==> config.mk <==
export PLATFORM = sky130hd
export DESIGN_NAME = outstanding_branch_queue_unit
export DESIGN_NICKNAME = d
export VERILOG_FILES = /design/src/hdl/obq_pkg.sv /design/src/hdl/outstanding_branch_queue_unit.sv
export SDC_FILE = /design/constraint.sdc
export NUM_CORES = 1
export LEC_CHECK = 0
export BUFFER_PORTS_ARGS = -buffer_cell sky130_fd_sc_hd__buf_2
export CAP_MARGIN = 20
export CORE_ASPECT_RATIO = 0.6
export CORE_UTILIZATION = 50
export DETAILED_ROUTE_END_ITERATION = 6
export HOLD_SLACK_MARGIN = 0.05
export MAX_ROUTING_LAYER = met4
export PLACE_DENSITY = 0.76
export SLEW_MARGIN = 20
export SYNTH_ARGS = -nofsm -noshare
export SYNTH_HDL_FRONTEND = slang
export SYNTH_SLANG_ARGS = --single-unit
==> constraint.sdc <==
create_clock -name clk -period 5.1 [get_ports clk]
set_input_delay 1.02 -clock clk [delete_from_list [all_inputs] [get_ports clk]]
set_output_delay 1.02 -clock clk [all_outputs]
set_load 0.05 [all_outputs]
==> src/hdl/obq_pkg.sv <==
package obq_pkg;

  // Queue geometry.
  localparam int DEPTH = 32;
  localparam int PC_W = 32;
  localparam int IDX_W = (DEPTH > 1) ? $clog2(DEPTH) : 1;
  localparam int CNT_W = $clog2(DEPTH + 1);

  // Fixed port widths of the word fields.
  localparam int OP_W = 2;
  localparam int TAG_W = 5;
  localparam int STATUS_W = 2;
  localparam int OCC_W = 6;

  // Operation codes of an input word.
  typedef enum logic [OP_W-1:0] {
    OP_ALLOC  = 2'd0,
    OP_RETIRE = 2'd1,
    OP_REPAIR = 2'd2,
    OP_NONE   = 2'd3
  } op_t;

  // Status codes of a result word.
  typedef enum logic [STATUS_W-1:0] {
    ST_OK     = 2'd0,
    ST_FULL   = 2'd1,
    ST_EMPTY  = 2'd2,
    ST_BADTAG = 2'd3
  } status_t;

  // One queue slot as held in the entry memory.
  typedef struct packed {
    logic            vld;
    logic            pat;
    logic [PC_W-1:0] pc;
  } entry_t;

  // Advance a slot pointer, wrapping from the last slot to the first.
  function automatic logic [IDX_W-1:0] next_slot(input logic [IDX_W-1:0] p);
    logic [IDX_W-1:0] r;
    if (int'(p) == DEPTH - 1) begin
      r = '0;
    end else begin
      r = p + IDX_W'(1);
    end
    return r;
  endfunction

endpackage

==> src/hdl/outstanding_branch_queue_unit.sv <==
// Outstanding branch queue with predictor repair.
// A command word is taken on a rising edge where start is high and busy is
// low. Allocate writes pc, pattern and valid at the tail and returns the slot
// as alloc_tag; retire drops the oldest entry; repair reads the pc of the
// tagged slot and inverts the pattern bit of every entry from that slot to
// the youngest whose pc matches.
// Each command gives exactly one result word, shown for one cycle with
// out_strobe high; the receiver cannot stall, so the result is never held.
// Allocate, retire, rejected commands and the unused opcode give their result
// in the cycle after acceptance, and busy stays low, so one such command can be
// taken every cycle.
// A repair reads the tagged slot, then walks it and each younger entry in turn
// through the single read port of the entry memory, each entry read and
// written back in a pipelined read-modify-write. Busy is high while walking
// and the result comes in the cycle after the walk ends.
// Reset (rst_n low, synchronous) empties the queue and clears the pointers;
// the entry memory is not cleared, since only occupied slots are ever read.
module outstanding_branch_queue_unit (
  input  logic                          clk,
  input  logic                          rst_n,
  input  logic                          start,
  output logic                          busy,
  input  logic [obq_pkg::OP_W-1:0]      in_op,
  input  logic [31:0]                   in_pc,
  input  logic                          in_pattern,
  input  logic                          in_valid_req,
  input  logic [obq_pkg::TAG_W-1:0]     in_tag,
  output logic                          out_strobe,
  output logic [obq_pkg::STATUS_W-1:0]  out_status,
  output logic [obq_pkg::TAG_W-1:0]     out_alloc_tag,
  output logic [obq_pkg::OCC_W-1:0]     out_occupancy
);

  typedef enum logic [1:0] {
    S_IDLE = 2'b01,
    S_WALK = 2'b10
  } state_t;

  // Entry memory with a registered read port.
  obq_pkg::entry_t mem [obq_pkg::DEPTH];
  obq_pkg::entry_t rd_data_r;

  logic                          rd_en;
  logic [obq_pkg::IDX_W-1:0]     rd_addr;
  logic                          wr_en;
  logic [obq_pkg::IDX_W-1:0]     wr_addr;
  obq_pkg::entry_t               wr_data;

  state_t                        state_r, state_nxt;
  logic [obq_pkg::IDX_W-1:0]     head_r, head_nxt;
  logic [obq_pkg::IDX_W-1:0]     tail_r, tail_nxt;
  logic [obq_pkg::CNT_W-1:0]     count_r, count_nxt;
  logic [obq_pkg::IDX_W-1:0]     addr_r, addr_nxt;
  logic [obq_pkg::CNT_W-1:0]     remain_r, remain_nxt;
  logic                          first_r, first_nxt;
  logic [obq_pkg::PC_W-1:0]      rpc_r, rpc_nxt;

  logic                          strobe_r, strobe_nxt;
  obq_pkg::status_t              status_r, status_nxt;
  logic [obq_pkg::TAG_W-1:0]     atag_r, atag_nxt;

  logic                          accept;
  logic                          tag_in_range;
  logic [obq_pkg::IDX_W-1:0]     tag_idx;
  logic [obq_pkg::CNT_W-1:0]     tag_off;
  logic [obq_pkg::PC_W-1:0]      cmp_pc;
  logic                          match;

  always_ff @(posedge clk) begin
    if (wr_en) begin
      mem[wr_addr] <= wr_data;
    end
    if (rd_en) begin
      rd_data_r <= mem[rd_addr];
    end
  end

  assign accept = start && (state_r == S_IDLE);
  assign busy   = (state_r != S_IDLE);

  // Offset of the tagged slot from the head, modulo the queue depth.
  assign tag_in_range = (int'(in_tag) < obq_pkg::DEPTH);
  assign tag_idx      = obq_pkg::IDX_W'(in_tag);
  always_comb begin
    if (tag_idx >= head_r) begin
      tag_off = obq_pkg::CNT_W'(tag_idx - head_r);
    end else begin
      tag_off = obq_pkg::CNT_W'(obq_pkg::CNT_W'(tag_idx) + obq_pkg::CNT_W'(obq_pkg::DEPTH)
                                - obq_pkg::CNT_W'(head_r));
    end
  end

  // The first word of a walk is the tagged entry itself and sets the pc.
  assign cmp_pc = first_r ? rd_data_r.pc : rpc_r;
  assign match  = (rd_data_r.pc == cmp_pc);

  always_comb begin
    state_nxt  = state_r;
    head_nxt   = head_r;
    tail_nxt   = tail_r;
    count_nxt  = count_r;
    addr_nxt   = addr_r;
    remain_nxt = remain_r;
    first_nxt  = first_r;
    rpc_nxt    = rpc_r;
    strobe_nxt = 1'b0;
    status_nxt = status_r;
    atag_nxt   = atag_r;
    rd_en      = 1'b0;
    rd_addr    = addr_r;
    wr_en      = 1'b0;
    wr_addr    = tail_r;
    wr_data    = '{vld: in_valid_req, pat: in_pattern, pc: obq_pkg::PC_W'(in_pc)};

    unique case (state_r)
      S_IDLE: begin
        if (accept) begin
          status_nxt = obq_pkg::ST_OK;
          atag_nxt   = '0;
          case (in_op)
            obq_pkg::OP_ALLOC: begin
              strobe_nxt = 1'b1;
              if (int'(count_r) >= obq_pkg::DEPTH) begin
                status_nxt = obq_pkg::ST_FULL;
              end else begin
                wr_en     = 1'b1;
                atag_nxt  = obq_pkg::TAG_W'(tail_r);
                tail_nxt  = obq_pkg::next_slot(tail_r);
                count_nxt = count_r + obq_pkg::CNT_W'(1);
              end
            end
            obq_pkg::OP_RETIRE: begin
              strobe_nxt = 1'b1;
              if (count_r == '0) begin
                status_nxt = obq_pkg::ST_EMPTY;
              end else begin
                head_nxt  = obq_pkg::next_slot(head_r);
                count_nxt = count_r - obq_pkg::CNT_W'(1);
              end
            end
            obq_pkg::OP_REPAIR: begin
              if (!tag_in_range || (tag_off >= count_r)) begin
                strobe_nxt = 1'b1;
                status_nxt = obq_pkg::ST_BADTAG;
              end else begin
                rd_en      = 1'b1;
                rd_addr    = tag_idx;
                addr_nxt   = tag_idx;
                remain_nxt = count_r - tag_off - obq_pkg::CNT_W'(1);
                first_nxt  = 1'b1;
                state_nxt  = S_WALK;
              end
            end
            default: begin
              strobe_nxt = 1'b1;
            end
          endcase
        end
      end
      S_WALK: begin
        // Write back the word in hand, flipped where its pc matches.
        rpc_nxt   = cmp_pc;
        first_nxt = 1'b0;
        wr_en     = match;
        wr_addr   = addr_r;
        wr_data   = '{vld: rd_data_r.vld, pat: ~rd_data_r.pat, pc: rd_data_r.pc};
        // Fetch the next younger entry, or finish.
        if (remain_r != '0) begin
          rd_en      = 1'b1;
          rd_addr    = obq_pkg::next_slot(addr_r);
          addr_nxt   = obq_pkg::next_slot(addr_r);
          remain_nxt = remain_r - obq_pkg::CNT_W'(1);
        end else begin
          strobe_nxt = 1'b1;
          status_nxt = obq_pkg::ST_OK;
          atag_nxt   = '0;
          state_nxt  = S_IDLE;
        end
      end
      default: begin
        state_nxt = S_IDLE;
      end
    endcase
  end

  // Control state.
  always_ff @(posedge clk) begin
    if (!rst_n) begin
      state_r  <= S_IDLE;
      head_r   <= '0;
      tail_r   <= '0;
      count_r  <= '0;
      strobe_r <= 1'b0;
    end else begin
      state_r  <= state_nxt;
      head_r   <= head_nxt;
      tail_r   <= tail_nxt;
      count_r  <= count_nxt;
      strobe_r <= strobe_nxt;
    end
  end

  // Walk and result payload.
  always_ff @(posedge clk) begin
    addr_r   <= addr_nxt;
    remain_r <= remain_nxt;
    first_r  <= first_nxt;
    rpc_r    <= rpc_nxt;
    status_r <= status_nxt;
    atag_r   <= atag_nxt;
  end

  assign out_strobe    = strobe_r;
  assign out_status    = status_r;
  assign out_alloc_tag = atag_r;
  assign out_occupancy = obq_pkg::OCC_W'(count_r);

endmodule

==> metrics.md, run 1 <==
| Metric | Value |
|---|---|
| Status | complete, no violations |
| CP required | 5020 ps |
| Synth Warn # | 0 |
| Starting Density | 53.68% |
| Fin worst setup slack | 962.7 ps |
| DR WL/cell | 12.50 microns |
| Worst Setup EP | remain_r[0]$_DFFE_PP_ |
| Core region area | 4212 sq um |
| Reported max-cap violation count | 0 |
| Design area | 2532 sq um |
| Via count of the first global-routing pass | 1454 |
| Initial antenna violation count | 0 |
| Async S/R FF share, synth | 0% |
| Worst-case clock buffer depth | 2 |
| Detailed placement HPWL | 3214 microns |
| Post-synth EDFFs | 13 |
| Fin Clk Skew | 12.40 ps |
| Via count | 1708 |
| Max Fclk | 0.2417 GHz |
| Pre-CTS setup slack | 700.0 ps |
| Setup CP Type | in2reg |
| Initial DRC Count | 52 |
| Post-synth cell types | 43 |
| R2r setup slk | 1380 ps |
| Avg Inst Size Synth | 9.228 sq um |
| CTS Hold Bufs | 0 |
| Synth top area share | 17.27% |
| Layout cells sized above 1 | 12.22% |
| R2r startpoint | head_r[0]$_SDFFE_PN0P_ |
| Routability congestion estimate from global placement | 0.9242 |
| Hold WC Path Type | reg2reg |
| Post-route clock period utilization | 81.12% |
| Slew Limit Fails | 0 |
| Top post-synthesis cells by area | edfxtp_1, dfxtp_1, ha_1 |
| Most common cell in the synthesized netlist | ha_1 |
| Tot GR Track Use | 19.37% |
| Post-Route M1 WL | 2308 microns |
| Slew @ Worst Pin | 663.3 ps |
| H-tree Lvls | 2 |
| Clk_lat worst skew | 290 ps |
| Tmin final | 4137 ps |
| Worst slew margin | 55.78% |
| Synthesis-to-finish area growth | 12.01% |
| Worst-case reg-to-reg path depth | 11 |
| DR vias/cell | 5.176 |
| Top Metal Used | met4 |
| Number of fill cells in the layout | 382 |
| Flops & latches, synth | 32 |
| Die area | 4803 sq um |
| Worst setup SP type | input pin |
| Top cell type by total area after synthesis | edfxtp_1 |
| Setup_tns | 0 ps |
| Commonest cells in the netlist | ha_1, inv_1, dfxtp_1 |
| Setup bufs post-CTS | 0 |
| Diode count | 0 |
| IO buf count | 24 |
| Root cell of the clock tree | clkbuf_8 |
| CP arrival | 4060 ps |
| Die Span Y | 54.09 microns |
| CP max FO | 6 |
| Final net count | 342 |
| Post-Syn Area | 2261 sq um |
| Post-DP Area | 2421 sq um |
| Post-Syn Instances | 245 |
| Clk sinks | 32 |
| Sequential fraction of the synthesis area | 34.09% |
| Crit end category | register |
| Number of core rows | 18 |
| Hold Violations, Final | 0 |
| Leak pwr | 0.001122 uW |
| Critical Path Source | in_tag[0] |
| Total CTS buffers | 5 |
| Met3 wire len | 136 microns |
| RSZ-0062 raised after global routing | no |
| Post_cts resized | 0 |
| Met2 wire length | 1645 microns |
| Largest net degree at the start of global routing | 22 |
| Pre-antenna DRT Iters | 4 |
| Finish-stage setup viols | 0 |
| Chip width | 88.81 microns |
| First-pass GRT wire length | 6624 microns |
| Overflow left after global routing | 0 |
| Routed Antenna Nets | 0 |
| Ports | 59 |
| Pwr dens | 275.1 nW/um^2 |
| Reg clk slew, reported paths | 80 ps |
| R2r endpoint | remain_r[0]$_DFFE_PP_ |
| CTS tree | done |
| # DRC | 0 |
| Mapped Nets | 318 |
| VDD IR max | 0.0001180 V |
| Final WL | 4126 microns |
| Main synth FF type | dfxtp_1 |
## sequential cells by signal, summed over array words and instances, names as in the netlist
name	cells
head_r	5
out_alloc_tag	5
out_occupancy	6
out_status	2
out_strobe	1
remain_r	6
state_r	2
tail_r	5
## per-layer routing
metal | vias up | track usage (%)
li1 | 911 | -
met1 | 766 | 27.05
met2 | 26 | 27.56
met3 | 5 | 4.755
met4 | 0 | 5.645
met5 | - | -
## layout make-up
class	count	area, sq um	area share [%]
Tap cell	60	75.07	2.964
Sequential cell	32	770.7	30.43
Inverter	25	93.84	3.706
Multi-Input combinational cell	181	1361	53.76
Timing Repair Buffer	24	120.1	4.743
Clock inverter	3	42.54	1.680
Clock buffer	5	68.82	2.717
## cells by family (layout without fill, tap and decap cells)
| family | count (synthesis) | in the layout | synth area share, % |
|---|---|---|---|
| AO/OA/AOI/OAI | 55 | 55 | 15.55 |
| AND/OR/NAND/NOR | 74 | 74 | 18.10 |
| flip-flops | 32 | 32 | 34.09 |
| adder cells (fa/ha/maj) | 29 | 29 | 17.04 |
| XOR/XNOR | 13 | 13 | 5.036 |
| buffers and inverters | 32 | 57 | 5.699 |
| multiplexers | 10 | 10 | 4.483 |
## cell usage in the layout, fill, tap and decap left out, types with 5 or more instances in the layout
cell and count:
ha_1 26, inv_1 25, buf_2 24, dfxtp_1 19, a21oi_1 14, o21ai_0 13, edfxtp_1 13, nor2_1 12
nand2_1 12, nor2b_1 10, xnor2_1 9, mux2i_1 9, and2_1 9, a21o_1 8, nand2b_1 5, nor3_1 5
clkbuf_8 5
## worst max-delay path: stages
cell and delay (ps):
buf_2 90, inv_1 50, ha_1 140, inv_1 70
fa_1 450, a21o_1 190, a21oi_1 160, xnor2_1 200
ha_1 340, o21a_1 180, o21ai_0 470, a31oi_1 170
a21oi_1 510
## how the worst min path moves through the flow
stage | startpoint | to | slack, ps | cells after the start
after floorplan | state_r[1]$_SDFFE_PN0P_ | state_r[1]$_SDFFE_PN0P_ | 450 | 2
after global placement | state_r[1]$_SDFFE_PN0P_ | state_r[1]$_SDFFE_PN0P_ | 480 | 2
after detailed placement | state_r[0]$_SDFFE_PN1P_ | state_r[0]$_SDFFE_PN1P_ | 480 | 1
after CTS | state_r[1]$_SDFFE_PN0P_ | state_r[1]$_SDFFE_PN0P_ | 500 | 2
after global routing | state_r[1]$_SDFFE_PN0P_ | state_r[1]$_SDFFE_PN0P_ | 520 | 2
final | state_r[1]$_SDFFE_PN0P_ | state_r[1]$_SDFFE_PN0P_ | 500 | 2
## per-stage QoR
stage               instances  total power, uW  utilization, %  hold slack, ps
floorplan                 245            425.5               -           453.3
global placement          322            455.7           57.49           475.6
detailed placement        322            458.7           57.49           484.5
CTS                       330            699.0           60.13           499.9
global route              330            729.4           60.13           519.3
finish                    330            696.8           60.13           495.8
## power breakdown
group / switching, uW / internal (uW)
sequential: 11.6 / 285
combinational: 99.5 / 57.9
clock: 98.3 / 145
No activity file was read; power rests on OpenSTA's default activity.
==> run 2: changes to the inputs <==
- ABC_AREA: default -> 1
- clock period: 5.1 -> 4.2 ns (I/O delays scaled with it)
==> run 2 against run 1 <==
Routed wire length increased by 20%. Sequential share of layout area decreased by 1.0 points. Critical path depth increased by 3. Via count increased by 17%. Final area increased by 3.5%. Critical endpoint is now remain_r[2]$_DFFE_PP_. Global-route usage increased by 3.2 points. Clock skew decreased by 7.7 ps.
==> metrics.md, run 2 <==
| Metric | Value |
|---|---|
| Setup bufs post-CTS | 0 (unchanged) |
| Pre-antenna DRT Iters | 5 (+1) |
| Total CTS buffers | 5 (unchanged) |
| Post-route clock period utilization | 76.49% |
| Fin worst setup slack | 987.6 ps (+24.83 ps) |
| Hold Path Origin | state_r[0]$_SDFFE_PN1P_ |
| Number of fill cells in the layout | 396 (+3.7%) |
| Root cell of the clock tree | clkbuf_8 |
| Via count | 1994 (+17%) |
| Mapped Nets | 376 (+18%) |
| Initial antenna violation count | 0 (unchanged) |
| Reg clk slew, reported paths | 70 ps (about the same) |
| Leak pwr | 0.001257 uW (+12%) |
| Core region area | 4279 sq um (+1.6%) |
| VDD IR max | 0.0002390 V (+100%) |
| Synth top area share | 16.83% (-0.44 points) |
| Crit-path cells | buf_2 > inv_1 > ha_1 > inv_1 > fa_1 > nand3_1 > nand3_1 > a21oi_1 > nor2_1 > ha_1 > a21oi_1 > nand3_1 > nand2_1 > nand2_1 > a21oi_1 > buf_4 |
| Worst setup SP type | input pin |
| Hold Crit Depth | 2 (unchanged) |
| Hold WC Path Type | reg2reg |
| R2r setup slk | 1290 ps (-90 ps) |
| Hold Violations, Final | 0 (unchanged) |
| Die Span Y | 54.76 microns (+1.2%) |
| Synthesis-to-finish area growth | 13.00% |
| Status | complete, no violations |
| Main synth FF type | dfxtp_1 |
| Tot GR Track Use | 22.52% (+3.2 points) |
| Setup_tns | 0 ps (unchanged) |
| Die area | 4925 sq um (+2.5%) |
| Pre-CTS setup slack | 728.0 ps (+28.08 ps) |
| R2r startpoint | head_r[0]$_SDFFE_PN0P_ |
| Routability congestion estimate from global placement | 0.8572 (-7.2%) |
| Largest net degree at the start of global routing | 15 (-32%) |
| CP required | 4200 ps (-820 ps) |
| Via count of the first global-routing pass | 1787 (+23%) |
| Post-Syn Area | 2320 sq um (+2.6%) |
| Post_cts resized | 0 (unchanged) |
| Top post-synthesis cells by area | edfxtp_1, dfxtp_1, ha_1 |
| Reported max-cap violation count | 0 (unchanged) |
| Post-synth cell types | 31 (-28%) |
| Fin Clk Skew | 4.696 ps (-7.702 ps) |
| Clk sinks | 32 (unchanged) |
| Avg Inst Size Synth | 7.656 sq um (-17%) |
| Async S/R FF share, synth | 0% (unchanged) |
| Final net count | 406 (+19%) |
| Most common library cell in the layout ignoring fill and taps | nand2_1 |
| CP max FO | 6 (unchanged) |
| DR WL/cell | 12.54 microns (+0.32%) |
| Most common cell in the synthesized netlist | nand2_1 |
| Sequential fraction of the synthesis area | 33.23% (-0.86 points) |
| Max Fclk | 0.3113 GHz |
| CTS tree | done |
| Post-synth EDFFs | 13 (unchanged) |
| Setup CP Type | in2reg |
| Top cell type by total area after synthesis | edfxtp_1 |
| Clk_lat worst skew | 290 ps (about the same) |
| RSZ-0062 raised after global routing | no |
| R2r endpoint | remain_r[2]$_DFFE_PP_ |
| Finish-stage setup viols | 0 (unchanged) |
| Worst-case clock buffer depth | 2 (unchanged) |
| Routed Antenna Nets | 0 (unchanged) |
| # DRC | 0 (unchanged) |
| Slew @ Worst Pin | 536.4 ps (-126.8 ps) |
| Chip width | 89.94 microns (+1.3%) |
| Max incr delay on CP | 410 ps (-100 ps) |
| DR vias/cell | 5.061 (-2.2%) |
| Worst-case reg-to-reg path depth | 14 (+3) |
| Slowest CP cell | fa_1 |
| Slew Limit Fails | 0 (unchanged) |
| First-pass GRT wire length | 8107 microns (+22%) |
| CTS Hold Bufs | 0 (unchanged) |
| Detailed placement HPWL | 3869 microns (+20%) |
| Hold worst-path end | state_r[0]$_SDFFE_PN1P_ |
| Diode count | 0 (unchanged) |
| Worst slew margin | 64.11% (+8.3 points) |
| Pwr dens | 559.3 nW/um^2 (+100%) |
| Post-Syn Instances | 303 (+24%) |
| IO buf count | 24 (unchanged) |
| CP arrival | 3210 ps (-850 ps) |
| Starting Density | 54.21% (+0.53 points) |
| Crit end category | register |
| Initial DRC Count | 140 (+170%) |
| Commonest cells in the netlist | nand2_1, inv_1, nor2_1 |
| Number of core rows | 18 (unchanged) |
| Overflow left after global routing | 0 (unchanged) |
| H-tree Lvls | 2 (unchanged) |
| Flops & latches, synth | 32 (unchanged) |
| Ports | 59 (unchanged) |
| Final WL | 4942 microns (+20%) |
| Commonest cells after routing, fill and taps aside | nand2_1, inv_1, nor2_1 |
| Synth Warn # | 0 (unchanged) |
| Tmin final | 3212 ps |
| Layout cells sized above 1 | 16.47% (+4.2 points) |
-- run 2: cell count changes after synthesis, moves of 9 or more --
cell and delta:
nand2_1 +48, inv_1 +23, nor2_1 +15, a21oi_1 +12, nand3_1 +12, nor2b_1 -10, and2_1 -9
-- run 2: worst max-delay path, delay by kind of cell --
family                     cells  cell delay [ps]
buffers and inverters          4              380
adders and majority gates      3              870
and+or+nand+nor                6              600
AOI/OAI and AO/OA              3              510
-- run 2: how the worst max path moves through the flow --
stage                          from                     to  slack (ps)  depth (start not counted)
final                     in_tag[0]  remain_r[2]$_DFFE_PP_         990                         16
after global placement    in_tag[0]  remain_r[0]$_DFFE_PP_         780                         16
after CTS                 in_tag[0]  remain_r[2]$_DFFE_PP_        1020                         16
after floorplan           in_tag[0]  remain_r[0]$_DFFE_PP_         930                         14
after global routing      in_tag[0]  remain_r[3]$_DFFE_PP_         770                         16
after detailed placement  in_tag[0]  remain_r[0]$_DFFE_PP_         730                         16
-- run 2: per-layer routing --
| metal | global-route usage (%) | routed length (microns) | up-vias |
|---|---|---|---|
| met5 | - | 0 | - |
| met1 | 30.58 | 2621 | 889 |
| met3 | 4.722 | 330 | 6 |
| met4 | 6.452 | 44 | 0 |
| met2 | 34.36 | 1945 | 58 |
| li1 | - | - | 1041 |
-- run 2: power by group --
part | internal, uW | switching [uW] | leakage, uW | total, uW
Clock | 176 | 118 | 0.0000552 | 294
Combinational | 203 | 494 | 0.000921 | 697
Sequential | 428 | 46.4 | 0.000281 | 475
Total | 807 | 659 | 0.00126 | 1470
-- run 2: cell families after synthesis --
family	synth area share [%]
AND/OR/NAND/NOR	26.00
buffers and inverters	8.953
AO/OA/AOI/OAI	9.870
flip-flops	33.23
adder cells (fa/ha/maj)	16.61
XOR/XNOR	4.908
multiplexers	0.4315
-- run 2: cell type report --
class,count,area (sq um),share of cell area [%]
repair buffers,25,127.6,4.869
clock inverters,2,35.03,1.337
clock buffers,6,72.57,2.769
inverters,53,198.9,7.590
multi-input cells,216,1341,51.17
well taps,60,75.07,2.864
flip-flops and latches,32,770.7,29.40
-- run 2: metrics by stage --
| stage | instances | area (sq um) | total power [uW] | util, % | hold WS (ps) |
|---|---|---|---|---|---|
| floorplan | 303 | 2320 | 1010 | - | 443.3 |
| global placement | 386 | 2514 | 1153 | 58.74 | 462.8 |
| detailed placement | 386 | 2514 | 1170 | 58.74 | 467.3 |
| CTS | 394 | 2621 | 1465 | 61.26 | 478.6 |
| global route | 394 | 2621 | 1559 | 61.26 | 505.4 |
| finish | 394 | 2621 | 1466 | 61.26 | 476.2 |
